$ cat config.mk
export PLATFORM = sky130hd
export DESIGN_NAME = lru_cache_with_pinned_entries_top_flat
export DESIGN_NICKNAME = d
export VERILOG_FILES = /design/src/hw/rtl/lru_pin_pkg.sv /design/src/hw/rtl/lru_pin_if.sv /design/src/hw/rtl/lru_pin_ram.sv /design/src/hw/rtl/lru_pin_ctrl.sv /design/src/hw/rtl/lru_pin_table.sv /design/src/hw/rtl/lru_cache_with_pinned_entries_top.sv /design/src/flat_wrapper.sv
export SDC_FILE = /design/constraint.sdc
export NUM_CORES = 2
export LEC_CHECK = 0
export BUFFER_PORTS_ARGS = -buffer_cell sky130_fd_sc_hd__buf_4
export CAP_MARGIN = 5
export CORE_ASPECT_RATIO = 2
export CORE_MARGIN = 5
export CORE_UTILIZATION = 43
export CTS_CLUSTER_DIAMETER = 50
export DETAILED_ROUTE_END_ITERATION = 8
export PLACE_DENSITY = 0.58
export SLEW_MARGIN = 30
export SYNTH_ARGS = -nofsm -noshare
export SYNTH_HDL_FRONTEND = slang
export SYNTH_SLANG_ARGS = --single-unit
$ cat constraint.sdc
create_clock -name clk -period 6.36 [get_ports clk]
set_input_delay 1.59 -clock clk [delete_from_list [all_inputs] [get_ports clk]]
set_output_delay 1.59 -clock clk [all_outputs]
set_load 0.005 [all_outputs]
$ cat src/hw/rtl/lru_pin_pkg.sv
`default_nettype none
// ----------------------------------------------------------------------------
// LRU table with pinned entries: shared package
// Sizes, codes and the structs passed between the table's modules.
// ----------------------------------------------------------------------------
package lru_pin_pkg;

  localparam int ENTRIES   = 16;
  localparam int IDX_W     = $clog2(ENTRIES);
  localparam int CNT_W     = $clog2(ENTRIES + 1);
  localparam int CAP_W     = 5;
  localparam int CW        = (CNT_W > CAP_W) ? CNT_W : CAP_W;
  localparam int KEY_W     = 64;
  localparam int MODE_W    = 2;

  localparam logic [CAP_W-1:0] CAP_RESET = CAP_W'(16);

  typedef enum logic [MODE_W-1:0] {
    MODE_REQUEST   = 2'd0,
    MODE_FRAME     = 2'd1,
    MODE_LOAD_DONE = 2'd2,
    MODE_XFER_DONE = 2'd3
  } mode_t;

  typedef enum logic [1:0] {
    ST_IDLE,
    ST_SCAN,
    ST_DRAIN,
    ST_FINISH
  } state_t;

  typedef struct packed {
    mode_t            mode;
    logic [KEY_W-1:0] key;
    logic             load_empty;
  } item_t;

  typedef struct packed {
    logic             start;
    logic [IDX_W-1:0] rd_idx;
    logic             cmp_vld;
    logic [IDX_W-1:0] cmp_idx;
    logic             commit;
  } ctrl_t;

  typedef struct packed {
    logic             hit;
    logic             has_data;
    logic             data_ready;
    logic             load_started;
    logic             refused;
    logic             evicted;
    logic [KEY_W-1:0] evicted_key;
  } result_t;

endpackage
`default_nettype wire

$ cat src/hw/rtl/lru_pin_if.sv
`default_nettype none
// ----------------------------------------------------------------------------
// LRU table with pinned entries: channel interfaces
// Valid/ready channels for input items, result items and the capacity write.
// ----------------------------------------------------------------------------
interface lru_pin_in_if;
  logic                          valid;
  logic                          ready;
  logic [lru_pin_pkg::MODE_W-1:0] mode;
  logic [lru_pin_pkg::KEY_W-1:0]  key;
  logic                          load_empty;

  modport source (output valid, mode, key, load_empty, input ready);
  modport sink   (input valid, mode, key, load_empty, output ready);
endinterface

interface lru_pin_out_if;
  logic                         valid;
  logic                         ready;
  logic                         hit;
  logic                         has_data;
  logic                         data_ready;
  logic                         load_started;
  logic                         refused;
  logic                         evicted;
  logic [lru_pin_pkg::KEY_W-1:0] evicted_key;

  modport source (output valid, hit, has_data, data_ready, load_started, refused, evicted,
                  evicted_key, input ready);
  modport sink   (input valid, hit, has_data, data_ready, load_started, refused, evicted,
                  evicted_key, output ready);
endinterface

interface lru_pin_cfg_if;
  logic                         valid;
  logic                         ready;
  logic [lru_pin_pkg::CAP_W-1:0] data;

  modport source (output valid, data, input ready);
  modport sink   (input valid, data, output ready);
endinterface
`default_nettype wire

$ cat src/hw/rtl/lru_pin_ram.sv
`default_nettype none
// ----------------------------------------------------------------------------
// Generic RAM
// One write port and one read port with registered read data.
// ----------------------------------------------------------------------------
module lru_pin_ram #(
  parameter int WIDTH = 64,
  parameter int DEPTH = 16
) (
  input  wire logic                     clk,
  input  wire logic                     we,
  input  wire logic [$clog2(DEPTH)-1:0] waddr,
  input  wire logic [WIDTH-1:0]         wdata,
  input  wire logic [$clog2(DEPTH)-1:0] raddr,
  output logic      [WIDTH-1:0]         rdata
);

  logic [WIDTH-1:0] mem_r [DEPTH];

  always_ff @(posedge clk) begin
    if (we) begin
      mem_r[waddr] <= wdata;
    end
    rdata <= mem_r[raddr];
  end

endmodule
`default_nettype wire

$ cat src/hw/rtl/lru_pin_ctrl.sv
`default_nettype none
// ----------------------------------------------------------------------------
// LRU table with pinned entries: sequencer
// Tag-compares every entry (frame items skip this), then commits the update.
// ----------------------------------------------------------------------------
module lru_pin_ctrl (
  input  wire logic                clk,
  input  wire logic                rst_n,
  input  wire logic                in_acc,
  input  wire logic                is_frame,
  input  wire logic                out_free,
  output logic                     in_ready,
  output lru_pin_pkg::ctrl_t       ctrl
);
  import lru_pin_pkg::*;

  state_t           state_r, state_nxt;
  logic [IDX_W-1:0] scan_idx_r, scan_idx_nxt;
  logic             cmp_vld_r;
  logic [IDX_W-1:0] cmp_idx_r;
  logic             scan_last;

  assign scan_last = (scan_idx_r == IDX_W'(ENTRIES - 1));

  always_comb begin
    state_nxt = state_r;
    unique case (state_r)
      ST_IDLE: begin
        if (in_acc) begin
          state_nxt = is_frame ? ST_FINISH : ST_SCAN;
        end
      end
      ST_SCAN: begin
        if (scan_last) begin
          state_nxt = ST_DRAIN;
        end
      end
      ST_DRAIN: begin
        state_nxt = ST_FINISH;
      end
      ST_FINISH: begin
        if (out_free) begin
          state_nxt = ST_IDLE;
        end
      end
      default: begin
        state_nxt = ST_IDLE;
      end
    endcase
  end

  always_comb begin
    scan_idx_nxt = scan_idx_r;
    if (in_acc) begin
      scan_idx_nxt = '0;
    end else if (state_r == ST_SCAN) begin
      scan_idx_nxt = scan_idx_r + IDX_W'(1);
    end
  end

  always_comb begin
    in_ready     = (state_r == ST_IDLE);
    ctrl.start   = in_acc;
    ctrl.rd_idx  = scan_idx_r;
    ctrl.cmp_vld = cmp_vld_r;
    ctrl.cmp_idx = cmp_idx_r;
    ctrl.commit  = (state_r == ST_FINISH) && out_free;
  end

  always_ff @(posedge clk) begin
    if (!rst_n) begin
      state_r    <= ST_IDLE;
      scan_idx_r <= '0;
      cmp_vld_r  <= 1'b0;
    end else begin
      state_r    <= state_nxt;
      scan_idx_r <= scan_idx_nxt;
      cmp_vld_r  <= (state_r == ST_SCAN);
    end
  end

  // The tag RAM registers its read data, so the compare index is registered
  // from the read index and trails it by one entry.
  always_ff @(posedge clk) begin
    cmp_idx_r <= scan_idx_r;
  end

endmodule
`default_nettype wire

$ cat src/hw/rtl/lru_pin_table.sv
`default_nettype none
// ----------------------------------------------------------------------------
// LRU table with pinned entries: entry table
// Tag RAM, per-entry flags and recency ranks, the shared tag compare and the
// commit of each item's update.
// ----------------------------------------------------------------------------
module lru_pin_table (
  input  wire logic                          clk,
  input  wire logic                          rst_n,
  input  wire lru_pin_pkg::ctrl_t            ctrl,
  input  wire lru_pin_pkg::item_t            item,
  input  wire logic [lru_pin_pkg::CAP_W-1:0] capacity,
  output lru_pin_pkg::result_t               result
);
  import lru_pin_pkg::*;

  logic [ENTRIES-1:0] valid_r, valid_nxt;
  logic [ENTRIES-1:0] loading_r, loading_nxt;
  logic [ENTRIES-1:0] holds_r, holds_nxt;
  logic [ENTRIES-1:0] ready_r, ready_nxt;
  logic [ENTRIES-1:0] used_r, used_nxt;
  logic [IDX_W-1:0]   rank_r [ENTRIES];
  logic [IDX_W-1:0]   rank_nxt [ENTRIES];
  logic [CNT_W-1:0]   occ_r, occ_nxt;

  logic [KEY_W-1:0]   tag_rdata;
  logic               tag_we;
  logic [IDX_W-1:0]   slot;

  // Results of the scan.
  logic               found_r;
  logic [IDX_W-1:0]   hit_idx_r;
  logic [IDX_W-1:0]   hit_rank_r;
  logic               hit_loading_r;
  logic               hit_holds_r;
  logic               hit_ready_r;
  logic [IDX_W-1:0]   lru_idx_r;
  logic [KEY_W-1:0]   lru_tag_r;
  logic               lru_pin_r;
  logic               free_found_r;
  logic [IDX_W-1:0]   free_idx_r;

  logic               cur_valid;
  logic               tag_match;
  logic               is_lru;
  logic               take_hit;
  logic               take_free;
  logic [CW-1:0]      cap_ext;
  logic [CW-1:0]      eff_cap;
  logic               full;
  logic               is_req;
  logic               refuse;
  logic               evict;
  logic               insert;

  lru_pin_ram #(
    .WIDTH (KEY_W),
    .DEPTH (ENTRIES)
  ) u_tag_ram (
    .clk   (clk),
    .we    (tag_we),
    .waddr (slot),
    .wdata (item.key),
    .raddr (ctrl.rd_idx),
    .rdata (tag_rdata)
  );

  assign cur_valid = valid_r[ctrl.cmp_idx];
  assign tag_match = cur_valid && (tag_rdata == item.key);
  assign is_lru    = cur_valid &&
                     ((CNT_W'(rank_r[ctrl.cmp_idx]) + CNT_W'(1)) == occ_r);
  assign take_hit  = ctrl.cmp_vld && tag_match && !found_r;
  assign take_free = ctrl.cmp_vld && !cur_valid && !free_found_r;

  always_ff @(posedge clk) begin
    if (!rst_n) begin
      found_r      <= 1'b0;
      free_found_r <= 1'b0;
    end else if (ctrl.start) begin
      found_r      <= 1'b0;
      free_found_r <= 1'b0;
    end else begin
      if (take_hit) begin
        found_r <= 1'b1;
      end
      if (take_free) begin
        free_found_r <= 1'b1;
      end
    end
  end

  always_ff @(posedge clk) begin
    if (take_hit) begin
      hit_idx_r     <= ctrl.cmp_idx;
      hit_rank_r    <= rank_r[ctrl.cmp_idx];
      hit_loading_r <= loading_r[ctrl.cmp_idx];
      hit_holds_r   <= holds_r[ctrl.cmp_idx];
      hit_ready_r   <= ready_r[ctrl.cmp_idx];
    end
    if (ctrl.cmp_vld && is_lru) begin
      lru_idx_r <= ctrl.cmp_idx;
      lru_tag_r <= tag_rdata;
      // An entry is pinned while it loads, waits on a transfer or was used
      // in the current frame.
      lru_pin_r <= loading_r[ctrl.cmp_idx] ||
                   (holds_r[ctrl.cmp_idx] && !ready_r[ctrl.cmp_idx]) ||
                   used_r[ctrl.cmp_idx];
    end
    if (take_free) begin
      free_idx_r <= ctrl.cmp_idx;
    end
  end

  // Capacity of zero acts as one, anything above the table size as the size.
  always_comb begin
    cap_ext = CW'(capacity);
    if (cap_ext == '0) begin
      eff_cap = CW'(1);
    end else if (cap_ext > CW'(ENTRIES)) begin
      eff_cap = CW'(ENTRIES);
    end else begin
      eff_cap = cap_ext;
    end
  end

  assign full   = (CW'(occ_r) >= eff_cap);
  assign is_req = (item.mode == MODE_REQUEST);
  assign refuse = is_req && !found_r && full && lru_pin_r;
  assign evict  = is_req && !found_r && full && !lru_pin_r;
  assign insert = is_req && !found_r && !refuse;
  assign tag_we = ctrl.commit && insert;

  // The insert takes the lowest free entry, which may be the one just evicted.
  assign slot = (evict && (!free_found_r || (lru_idx_r < free_idx_r))) ? lru_idx_r
                                                                        : free_idx_r;

  always_comb begin
    valid_nxt   = valid_r;
    loading_nxt = loading_r;
    holds_nxt   = holds_r;
    ready_nxt   = ready_r;
    used_nxt    = used_r;
    occ_nxt     = occ_r;
    for (int i = 0; i < ENTRIES; i++) begin
      rank_nxt[i] = rank_r[i];
    end
    if (ctrl.commit) begin
      unique case (item.mode)
        MODE_REQUEST: begin
          if (found_r) begin
            for (int i = 0; i < ENTRIES; i++) begin
              if (valid_r[i] && (rank_r[i] < hit_rank_r)) begin
                rank_nxt[i] = rank_r[i] + IDX_W'(1);
              end
            end
            rank_nxt[hit_idx_r] = '0;
            used_nxt[hit_idx_r] = 1'b1;
          end else if (!refuse) begin
            if (evict) begin
              valid_nxt[lru_idx_r]   = 1'b0;
              loading_nxt[lru_idx_r] = 1'b0;
              holds_nxt[lru_idx_r]   = 1'b0;
              ready_nxt[lru_idx_r]   = 1'b0;
              used_nxt[lru_idx_r]    = 1'b0;
            end
            for (int i = 0; i < ENTRIES; i++) begin
              if (valid_r[i]) begin
                rank_nxt[i] = rank_r[i] + IDX_W'(1);
              end
            end
            valid_nxt[slot]   = 1'b1;
            loading_nxt[slot] = 1'b1;
            holds_nxt[slot]   = 1'b0;
            ready_nxt[slot]   = 1'b0;
            used_nxt[slot]    = 1'b1;
            rank_nxt[slot]    = '0;
            if (!evict) begin
              occ_nxt = occ_r + CNT_W'(1);
            end
          end
        end
        MODE_FRAME: begin
          used_nxt = '0;
        end
        MODE_LOAD_DONE: begin
          if (found_r && hit_loading_r) begin
            loading_nxt[hit_idx_r] = 1'b0;
            holds_nxt[hit_idx_r]   = !item.load_empty;
          end
        end
        MODE_XFER_DONE: begin
          if (found_r && !hit_loading_r && hit_holds_r) begin
            ready_nxt[hit_idx_r] = 1'b1;
          end
        end
        default: begin
          used_nxt = used_r;
        end
      endcase
    end
  end

  always_ff @(posedge clk) begin
    if (!rst_n) begin
      valid_r   <= '0;
      loading_r <= '0;
      holds_r   <= '0;
      ready_r   <= '0;
      used_r    <= '0;
      occ_r     <= '0;
    end else begin
      valid_r   <= valid_nxt;
      loading_r <= loading_nxt;
      holds_r   <= holds_nxt;
      ready_r   <= ready_nxt;
      used_r    <= used_nxt;
      occ_r     <= occ_nxt;
    end
  end

  always_ff @(posedge clk) begin
    rank_r <= rank_nxt;
  end

  always_comb begin
    result.hit          = is_req && found_r;
    result.has_data     = is_req && found_r && hit_holds_r;
    result.data_ready   = is_req && found_r && hit_holds_r && hit_ready_r;
    result.load_started = insert;
    result.refused      = refuse;
    result.evicted      = evict;
    result.evicted_key  = evict ? lru_tag_r : '0;
  end

endmodule
`default_nettype wire

$ cat src/hw/rtl/lru_cache_with_pinned_entries_top.sv
`default_nettype none
// ----------------------------------------------------------------------------
// LRU table with pinned entries: top level
// Fully associative LRU table keyed by a 64-bit id, with pinned entries.
// ----------------------------------------------------------------------------
// A request, load done or transfer done item scans every entry, then passes
// the drain and finish states; a frame start item goes straight to finish,
// which waits for a free output register. The one tag comparator reads the
// tag RAM one entry per cycle and checks every entry before the update is
// committed. Every item gives exactly one result item, held in an output
// register until taken; a new item may be accepted while it waits. The
// capacity register is written through the configuration channel, which is
// always ready, and should only change while the block is idle.
module lru_cache_with_pinned_entries_top (
  input  wire logic     clk,
  input  wire logic     rst_n,
  lru_pin_in_if.sink    in_ch,
  lru_pin_out_if.source out_ch,
  lru_pin_cfg_if.sink   cfg_ch
);
  import lru_pin_pkg::*;

  logic             in_acc;
  logic             in_ready;
  logic             out_free;
  logic             is_frame;
  item_t            item_r;
  ctrl_t            ctrl;
  result_t          result;
  result_t          res_r;
  logic             out_valid_r, out_valid_nxt;
  logic [CAP_W-1:0] capacity_r;

  assign in_ch.ready  = in_ready;
  assign in_acc       = in_ch.valid && in_ready;
  assign is_frame     = (mode_t'(in_ch.mode) == MODE_FRAME);
  assign out_free     = !out_valid_r || out_ch.ready;
  assign cfg_ch.ready = 1'b1;

  always_ff @(posedge clk) begin
    if (!rst_n) begin
      capacity_r <= CAP_RESET;
    end else if (cfg_ch.valid) begin
      capacity_r <= cfg_ch.data;
    end
  end

  always_ff @(posedge clk) begin
    if (in_acc) begin
      item_r.mode       <= mode_t'(in_ch.mode);
      item_r.key        <= in_ch.key;
      item_r.load_empty <= in_ch.load_empty;
    end
  end

  lru_pin_ctrl u_ctrl (
    .clk      (clk),
    .rst_n    (rst_n),
    .in_acc   (in_acc),
    .is_frame (is_frame),
    .out_free (out_free),
    .in_ready (in_ready),
    .ctrl     (ctrl)
  );

  lru_pin_table u_table (
    .clk      (clk),
    .rst_n    (rst_n),
    .ctrl     (ctrl),
    .item     (item_r),
    .capacity (capacity_r),
    .result   (result)
  );

  always_comb begin
    out_valid_nxt = out_valid_r;
    if (ctrl.commit) begin
      out_valid_nxt = 1'b1;
    end else if (out_ch.ready) begin
      out_valid_nxt = 1'b0;
    end
  end

  always_ff @(posedge clk) begin
    if (!rst_n) begin
      out_valid_r <= 1'b0;
    end else begin
      out_valid_r <= out_valid_nxt;
    end
  end

  always_ff @(posedge clk) begin
    if (ctrl.commit) begin
      res_r <= result;
    end
  end

  assign out_ch.valid        = out_valid_r;
  assign out_ch.hit          = res_r.hit;
  assign out_ch.has_data     = res_r.has_data;
  assign out_ch.data_ready   = res_r.data_ready;
  assign out_ch.load_started = res_r.load_started;
  assign out_ch.refused      = res_r.refused;
  assign out_ch.evicted      = res_r.evicted;
  assign out_ch.evicted_key  = res_r.evicted_key;

endmodule
`default_nettype wire

$ cat src/flat_wrapper.sv
// flat-port wrapper written by rule: the top's interface ports become plain ports
module lru_cache_with_pinned_entries_top_flat import lru_pin_pkg::*;
  (clk, rst_n, in_ch_valid, in_ch_mode, in_ch_key, in_ch_load_empty, in_ch_ready, out_ch_valid, out_ch_hit, out_ch_has_data, out_ch_data_ready, out_ch_load_started, out_ch_refused, out_ch_evicted, out_ch_evicted_key, out_ch_ready, cfg_ch_valid, cfg_ch_data, cfg_ch_ready);
  lru_pin_in_if in_ch_i ();
  lru_pin_out_if out_ch_i ();
  lru_pin_cfg_if cfg_ch_i ();
  input  wire logic clk;
  input  wire logic rst_n;
  input wire logic [$bits(in_ch_i.valid)-1:0] in_ch_valid;
  input wire logic [$bits(in_ch_i.mode)-1:0] in_ch_mode;
  input wire logic [$bits(in_ch_i.key)-1:0] in_ch_key;
  input wire logic [$bits(in_ch_i.load_empty)-1:0] in_ch_load_empty;
  output wire logic [$bits(in_ch_i.ready)-1:0] in_ch_ready;
  output wire logic [$bits(out_ch_i.valid)-1:0] out_ch_valid;
  output wire logic [$bits(out_ch_i.hit)-1:0] out_ch_hit;
  output wire logic [$bits(out_ch_i.has_data)-1:0] out_ch_has_data;
  output wire logic [$bits(out_ch_i.data_ready)-1:0] out_ch_data_ready;
  output wire logic [$bits(out_ch_i.load_started)-1:0] out_ch_load_started;
  output wire logic [$bits(out_ch_i.refused)-1:0] out_ch_refused;
  output wire logic [$bits(out_ch_i.evicted)-1:0] out_ch_evicted;
  output wire logic [$bits(out_ch_i.evicted_key)-1:0] out_ch_evicted_key;
  input wire logic [$bits(out_ch_i.ready)-1:0] out_ch_ready;
  input wire logic [$bits(cfg_ch_i.valid)-1:0] cfg_ch_valid;
  input wire logic [$bits(cfg_ch_i.data)-1:0] cfg_ch_data;
  output wire logic [$bits(cfg_ch_i.ready)-1:0] cfg_ch_ready;
  assign in_ch_i.valid = in_ch_valid;
  assign in_ch_i.mode = in_ch_mode;
  assign in_ch_i.key = in_ch_key;
  assign in_ch_i.load_empty = in_ch_load_empty;
  assign in_ch_ready = in_ch_i.ready;
  assign out_ch_valid = out_ch_i.valid;
  assign out_ch_hit = out_ch_i.hit;
  assign out_ch_has_data = out_ch_i.has_data;
  assign out_ch_data_ready = out_ch_i.data_ready;
  assign out_ch_load_started = out_ch_i.load_started;
  assign out_ch_refused = out_ch_i.refused;
  assign out_ch_evicted = out_ch_i.evicted;
  assign out_ch_evicted_key = out_ch_i.evicted_key;
  assign out_ch_i.ready = out_ch_ready;
  assign cfg_ch_i.valid = cfg_ch_valid;
  assign cfg_ch_i.data = cfg_ch_data;
  assign cfg_ch_ready = cfg_ch_i.ready;
  lru_cache_with_pinned_entries_top u_core (.clk(clk), .rst_n(rst_n), .in_ch(in_ch_i), .out_ch(out_ch_i), .cfg_ch(cfg_ch_i));
endmodule
* Word level (Yosys, flattened, before mapping) *
Memory sizes are Yosys's and may differ from the RTL's. A register that Yosys moved wholly into a read port is not among the register bits.
Index checks and enable logic that the tools add are counted.

storage, ports and cells
  RAM bits = 1024
  bits in registers = 389
  input port bits = 77
  memories kept = 1
  logic and storage cells = 440

cells by class
  reduce and logical (&&, ||, !) cells = 72
  bitwise operators = 27
  equal/unequal tests = 19
  add/sub/neg operators = 19
  order comparisons = 31
  muxes and demuxes = 222

memory list
  name                            words  bits a word  rd ports  clocked after memory_dff  write ports  line               source
  u_core.u_table.u_tag_ram.mem_r  16     64           1         1                         1            lru_pin_ram.sv:18  logic [WIDTH-1:0] mem_r [DEPTH];

operators with widths
  kind                                                                                 number
  4-bit 2-to-1 mux                                                                     149
  16-bit 2-to-1 mux                                                                    36
  16-bit bitwise AND                                                                   8
  64-bit bitwise AND                                                                   2
  64-bit 2-to-1 mux                                                                    2
  64-bit inverter                                                                      2
  16-bit case mux with 2 select lines                                                  4
  16-bit bitwise OR                                                                    5
  4-bit by 1-bit adder with 4-bit output, second input constant                        17
  4-bit less-than comparator                                                           17
  64-bit equality test                                                                 1
  16-bit inverter                                                                      3
  1-bit logical AND                                                                    44
  4-bit demux with 4-bit select                                                        2
  1-bit binary-select mux with 4-bit select                                            5
  4-bit by 5-bit less-than comparator with 1-bit output, second input constant         4
  4-bit binary-select mux with 4-bit select                                            1
  16-bit bitwise mux                                                                   1
  5-bit greater-or-equal comparator, second input constant                             3
  4-bit inverter with 5-bit output                                                     3
  5-bit AND reduction                                                                  3
  2-bit != test, second input constant                                                 7
  1-bit demux with 4-bit select                                                        3
  4-bit by 1-bit greater-or-equal comparator with 1-bit output, second input constant  3
  24 further kinds                                                                     65

* Depth between registers and ports, before layout *
  depth in word-level cells = 17
  depth in mapped cells = 15
  gate-level depth less buffers = 13

* Modules after synthesis *
A second synthesis with hierarchy kept.

unflattened totals
  cells, all modules = 3485
  area total of the unflattened synthesis = 59985.0 sq um

by module, submodules not included
  module                             cells each  area an instance (sq um)  instances
  lru_pin_ram                        1647        39581.7                   1
  lru_pin_table                      1632        15574.9                   1
  lru_cache_with_pinned_entries_top  161         4365.4                    1
  lru_pin_ctrl                       45          462.9                     1

* Worst setup path before layout *
Ideal clock, no wire load.

  path type = register to register
  start = register u_core.u_ctrl.cmp_idx_r[0]
  end = register u_core.u_table.lru_idx_r[0], enable pin
  arrival time = 6.303 ns
  cell stages (with the launch flop) = 13
  buffers on the path = 3
  slack = -0.462 ns
  period minus slack after synthesis = 6.822 ns
  library setup time = 0.519 ns
  required time = 5.841 ns
  path through = dfxtp_1 > buf_2 > buf_2 > buf_2 > mux4_2 > mux2i_1 > a21oi_1 > ha_1 > or3_1 > a21oi_1 > a21oi_1 > a211o_1 > a21oi_1

on the way
  word-level cells in the longest chain between the ends = 8
  elaborated cells between the ends (all ways) = 10
  those cells by class = add/sub (1); eq/ne (1); mux (5); bitwise (1); reduce/logical (2)

ends and longest elaborated chain
  what                                                    line                  source
  from (decl)                                             lru_pin_ctrl.sv:20    logic [IDX_W-1:0] cmp_idx_r;
  from (signal assigned)                                  lru_pin_ctrl.sv:85    cmp_idx_r <= scan_idx_r;
  4-bit inverter with 5-bit output (implied by the code)  lru_pin_table.sv:71   ((CNT_W'(rank_r[ctrl.cmp_idx]) + CNT_W'(1)) == occ_r);
  4-bit binary-select mux with 4-bit select               lru_pin_table.sv:71
  4-bit 2-to-1 mux (implied by the code) (2 in series)    lru_pin_table.sv:71
  4-bit by 1-bit adder with 5-bit output                  lru_pin_table.sv:71
  5-bit equality test                                     lru_pin_table.sv:71
  1-bit logical AND (*)                                   lru_pin_table.sv:70   assign is_lru = cur_valid &&
  1-bit logical AND (*)                                   lru_pin_table.sv:100  if (ctrl.cmp_vld && is_lru) begin
  to (signal assigned)                                    lru_pin_table.sv:101  lru_idx_r <= ctrl.cmp_idx;
  to (decl)                                               lru_pin_table.sv:37   logic [IDX_W-1:0] lru_idx_r;

Every way passes the cells marked *; elsewhere a longest branch is shown, timed or not. The select of a mux whose other input is x is not followed.
A chain may end at the register's enable or synchronous reset.

* Worst setup path after layout *
  start = register u_core.item_r[65] in the netlist's numbering
  end = memory u_core.u_table.u_tag_ram.mem_r[5][58], enable pin

on the way
  word-level cells in the longest chain between the ends = 9
  elaborated cells between the ends (all ways) = 12
  those cells by class = mux (3); reduce/logical (9)

ends and longest elaborated chain
  what                                    line                                                              source
  from (decl)                             lru_cache_with_pinned_entries_top.sv:27                           item_t item_r;
  2-bit zero test (*)                     lru_pin_table.sv:127                                              assign is_req = (item.mode == MODE_REQUEST);
  1-bit logical AND (*)                   lru_pin_table.sv:128, lru_pin_table.sv:129, lru_pin_table.sv:130
  1-bit logical AND                       lru_pin_table.sv:128, lru_pin_table.sv:129
  1-bit logical AND                       lru_pin_table.sv:128                                              assign refuse = is_req && !found_r && full && lru_pin_r;
  1-bit zero test                         n/a
  1-bit logical AND                       lru_pin_table.sv:130                                              assign insert = is_req && !found_r && !refuse;
  1-bit logical AND                       lru_pin_table.sv:131                                              assign tag_we = ctrl.commit && insert;
  1-bit 2-to-1 mux                        lru_pin_ram.sv:21                                                 if (we) begin
  1-bit 2-to-1 mux (implied by the code)  lru_pin_ram.sv:22                                                 mem_r[waddr] <= wdata;
  to (decl)                               lru_pin_ram.sv:18

Every way passes the cells marked *; elsewhere a longest branch is shown, timed or not.

==> results.yml <==
yosys:
  async_flop_share_pct: 0
  yosys_warnings: 0
  synth-seq-cells: 1477
  synth_top_area_share_pct: 66.0
  syn_avg_cell_area_sq_um: 18.1
  ys.flop_type: "edfxtp_1"
  synthDistinctLibCells: 78
  seq_area_frac_synth_pct: 71.7
  syn-cell-area_sq_um: 59500
  synth-edff-count: 1309
  syn_nets: 3452
  synth_area_leaders: "edfxtp_1, mux4_2, dfxtp_1"
  yosys.area.top_type: "edfxtp_1"
  synth_cells: 3296
clock_tree:
  cts_tree: "yes"
  cts_resized: 0
  cts_hold_buf: 0
  htreeDepth: 4
  cts_buffers: 144
  post-cts-setup-buffer-count: 0
  clock_path_buffers: 4
  clock_sinks: 1477
  clk_latency_ns: 0.78
  path_clk_slew_ns: 0.06
  cts-root-buf: "clkbuf_16"
min_path:
  hp-start: "u_core.u_table.u_tag_ram.rdata[46]"
  hp-class: "flip-flop to flip-flop"
grt:
  grt_pass1_wl_microns: 252000
  grtUsageTotal_pct: 24.2
  grt_pass1_vias: 33405
  grt-ovfl-total: 0
  antenna_found_initial: 5
  grt_max_degree: 127
sta:
  final-setup-viol-count: 0
  setup-tns-final_ns: 0
  slew_viol_final: 0
  rsz0062_at_grt: "false"
  setup_ws_ns: 1.61
  relSlewSlack_pct: 24.7
  period_share_pct: 74.7
  fin_crit_ns: 4.75
  hold_ws_ns: 0.456
  max_freq_ghz: 0.210
  clock_skew_ns: 0.0555
  hold_viol: 0
  worst_slew_pin_slew_ns: 1.13
cells_and_area:
  nets: 3689
  layout_commonest_cell: "edfxtp_1"
  nFillCells: 11385
  areaGrowthSynthToFinish_pct: 14.3
  drive_gt1_share_pct: 23.7
  finish.instance_area_sq_um: 68000
  final_cell_mix: "edfxtp_1, mux4_2, buf_4, dfxtp_1, clkbuf_16"
  fin_cells: 5493
  finalCoreUtilization_pct: 49.4
floorplan:
  die_area_sq_um: 146000
  fp.dieW_microns: 273
  io_pins: 150
  core_sq_um: 138000
  dieHeight_microns: 536
  rows: 193
  initial_core_util_pct: 43.2
worst_setup_path:
  critPathCaptureType: "flip-flop"
  required_ns: 6.77
  worstPathMaxFanout: 82
  critical_path_class: "flip-flop to flip-flop"
  crit-reg2reg-launch: "u_core.item_r[65]"
  cp.arrival_ns: 5.16
  start_kind: "flip-flop"
  critPathLaunch: "u_core.item_r[65]"
  r2r_slack_ns: 1.61
power:
  power_density_nw_per_um2: 338
  vdd.ir_drop.worst_v: 0.000281
  leakage_nw: 21.8
  finalPower_mw: 23.0
outcome:
  status: "finished with violations"
  violations: "design-rule violations"
drt:
  vias: 32260
  dr.pass1.iters: 9
  drt_iter0_drc: 3304
  wl_per_cell_microns: 32.4
  ant_nets: 0
  drt_wl_total_microns: 178000
  vias_per_cell: 5.87
  drc_errors: 1
run:
  cap_violations: 0
placement:
  finalWeightedCongestion: 1.01
  placed_area_sq_um: 63400
  port_buffers: 148
  post-place-ws_ns: 1.59
  place_hpwl_microns: 121000
  dp_cells: 5239
## worst paths after layout
kind,cells past startpoint,end
max,10,u_core.u_table.u_tag_ram.mem_r[5][58]
min,0,u_core.u_table.lru_tag_r[46]
max reg2reg,10,u_core.u_table.u_tag_ram.mem_r[5][58]
min reg2reg,0,u_core.u_table.lru_tag_r[46]
## registers in the layout, indices dropped and copies added, names as in the netlist, 5 cells and up
signal and flops:
u_core.capacity_r 5, u_core.out_ch.evicted_key 64, u_core.u_table.used_r 16, u_core.u_table.u_tag_ram.mem_r 1024, u_core.u_table.holds_r 16, u_core.u_table.loading_r 16
u_core.u_table.valid_r 16, u_core.u_table.ready_r 16, u_core.u_table.u_tag_ram.rdata 64, u_core.u_table.occ_r 5, u_core.item_r 67, u_core.u_table.rank_r 64
u_core.u_table.lru_tag_r 64
## per-layer routing
layer / track usage [%] / vias to the layer above / part of all wire, %
met1: 26.9 / 16913 / 34
li1: - / 13729 / -
met2: 43.4 / 1202 / 53
met3: 3.30 / 416 / 4.8
met5: 0 / - / 0
met4: 15.4 / 0 / 8.2
## power breakdown
| part | internal [mW] | switching (mW) | total, mW |
|---|---|---|---|
| Sequential | 11.2 | 0.692 | 11.9 |
| Combinational | 1.13 | 1.36 | 2.49 |
| Clock | 4.97 | 3.62 | 8.59 |
| Total | 17.3 | 5.67 | 23.0 |
## cells in the mapped netlist (14+ instances only)
cell,instances
edfxtp_1,1309
mux4_2,362
dfxtp_1,168
nand2_1,138
o21ai_0,125
a21oi_1,122
clkbuf_1,107
nor2_1,106
inv_1,89
ha_1,79
and2_1,74
nand3_1,54
a31oi_1,40
nand2b_1,40
xor2_1,39
xnor2_1,34
nor2b_1,33
o22ai_1,31
a21boi_0,29
buf_1,28
nor3_1,26
a21o_1,24
nand4_1,21
mux2i_1,17
buf_2,15
nor3b_1,14
## worst max-delay path: stages, from the launching register on
cell and delay (ns):
edfxtp_1 0.63, or3_1 0.53, nor3b_2 0.24, a21oi_2 0.24, clkinv_2 0.11, buf_4 0.69
nand3_1 0.31, o22ai_1 0.48, nand2_1 0.21, inv_4 0.45, buf_4 0.42
## cells by family (layout without fill, tap and decap cells)
group,count (synthesis),after routing,share of synthesized area [%]
XOR/XNOR,73,73,1.07
buffers and inverters,242,584,1.58
AND/OR/NAND/NOR,552,552,4.70
multiplexers,388,388,14.1
flip-flops,1477,1477,71.7
AO/OA/AOI/OAI,484,484,5.16
adder cells (fa/ha/maj),79,79,1.66
other,1,4,0.00630
## final cells by class
class / instances / area, sq um / area share (%)
well taps: 1852 / 2320 / 3.41
inverters: 89 / 380 / 0.559
clock inverters: 58 / 701 / 1.03
repair buffers: 244 / 1990 / 2.92
clock buffers: 193 / 3930 / 5.78
multi-input cells: 1577 / 16000 / 23.6
diodes: 3 / 7.51 / 0.0110
flip-flops and latches: 1477 / 42700 / 62.7
No activity file was read; power rests on OpenSTA's default activity.
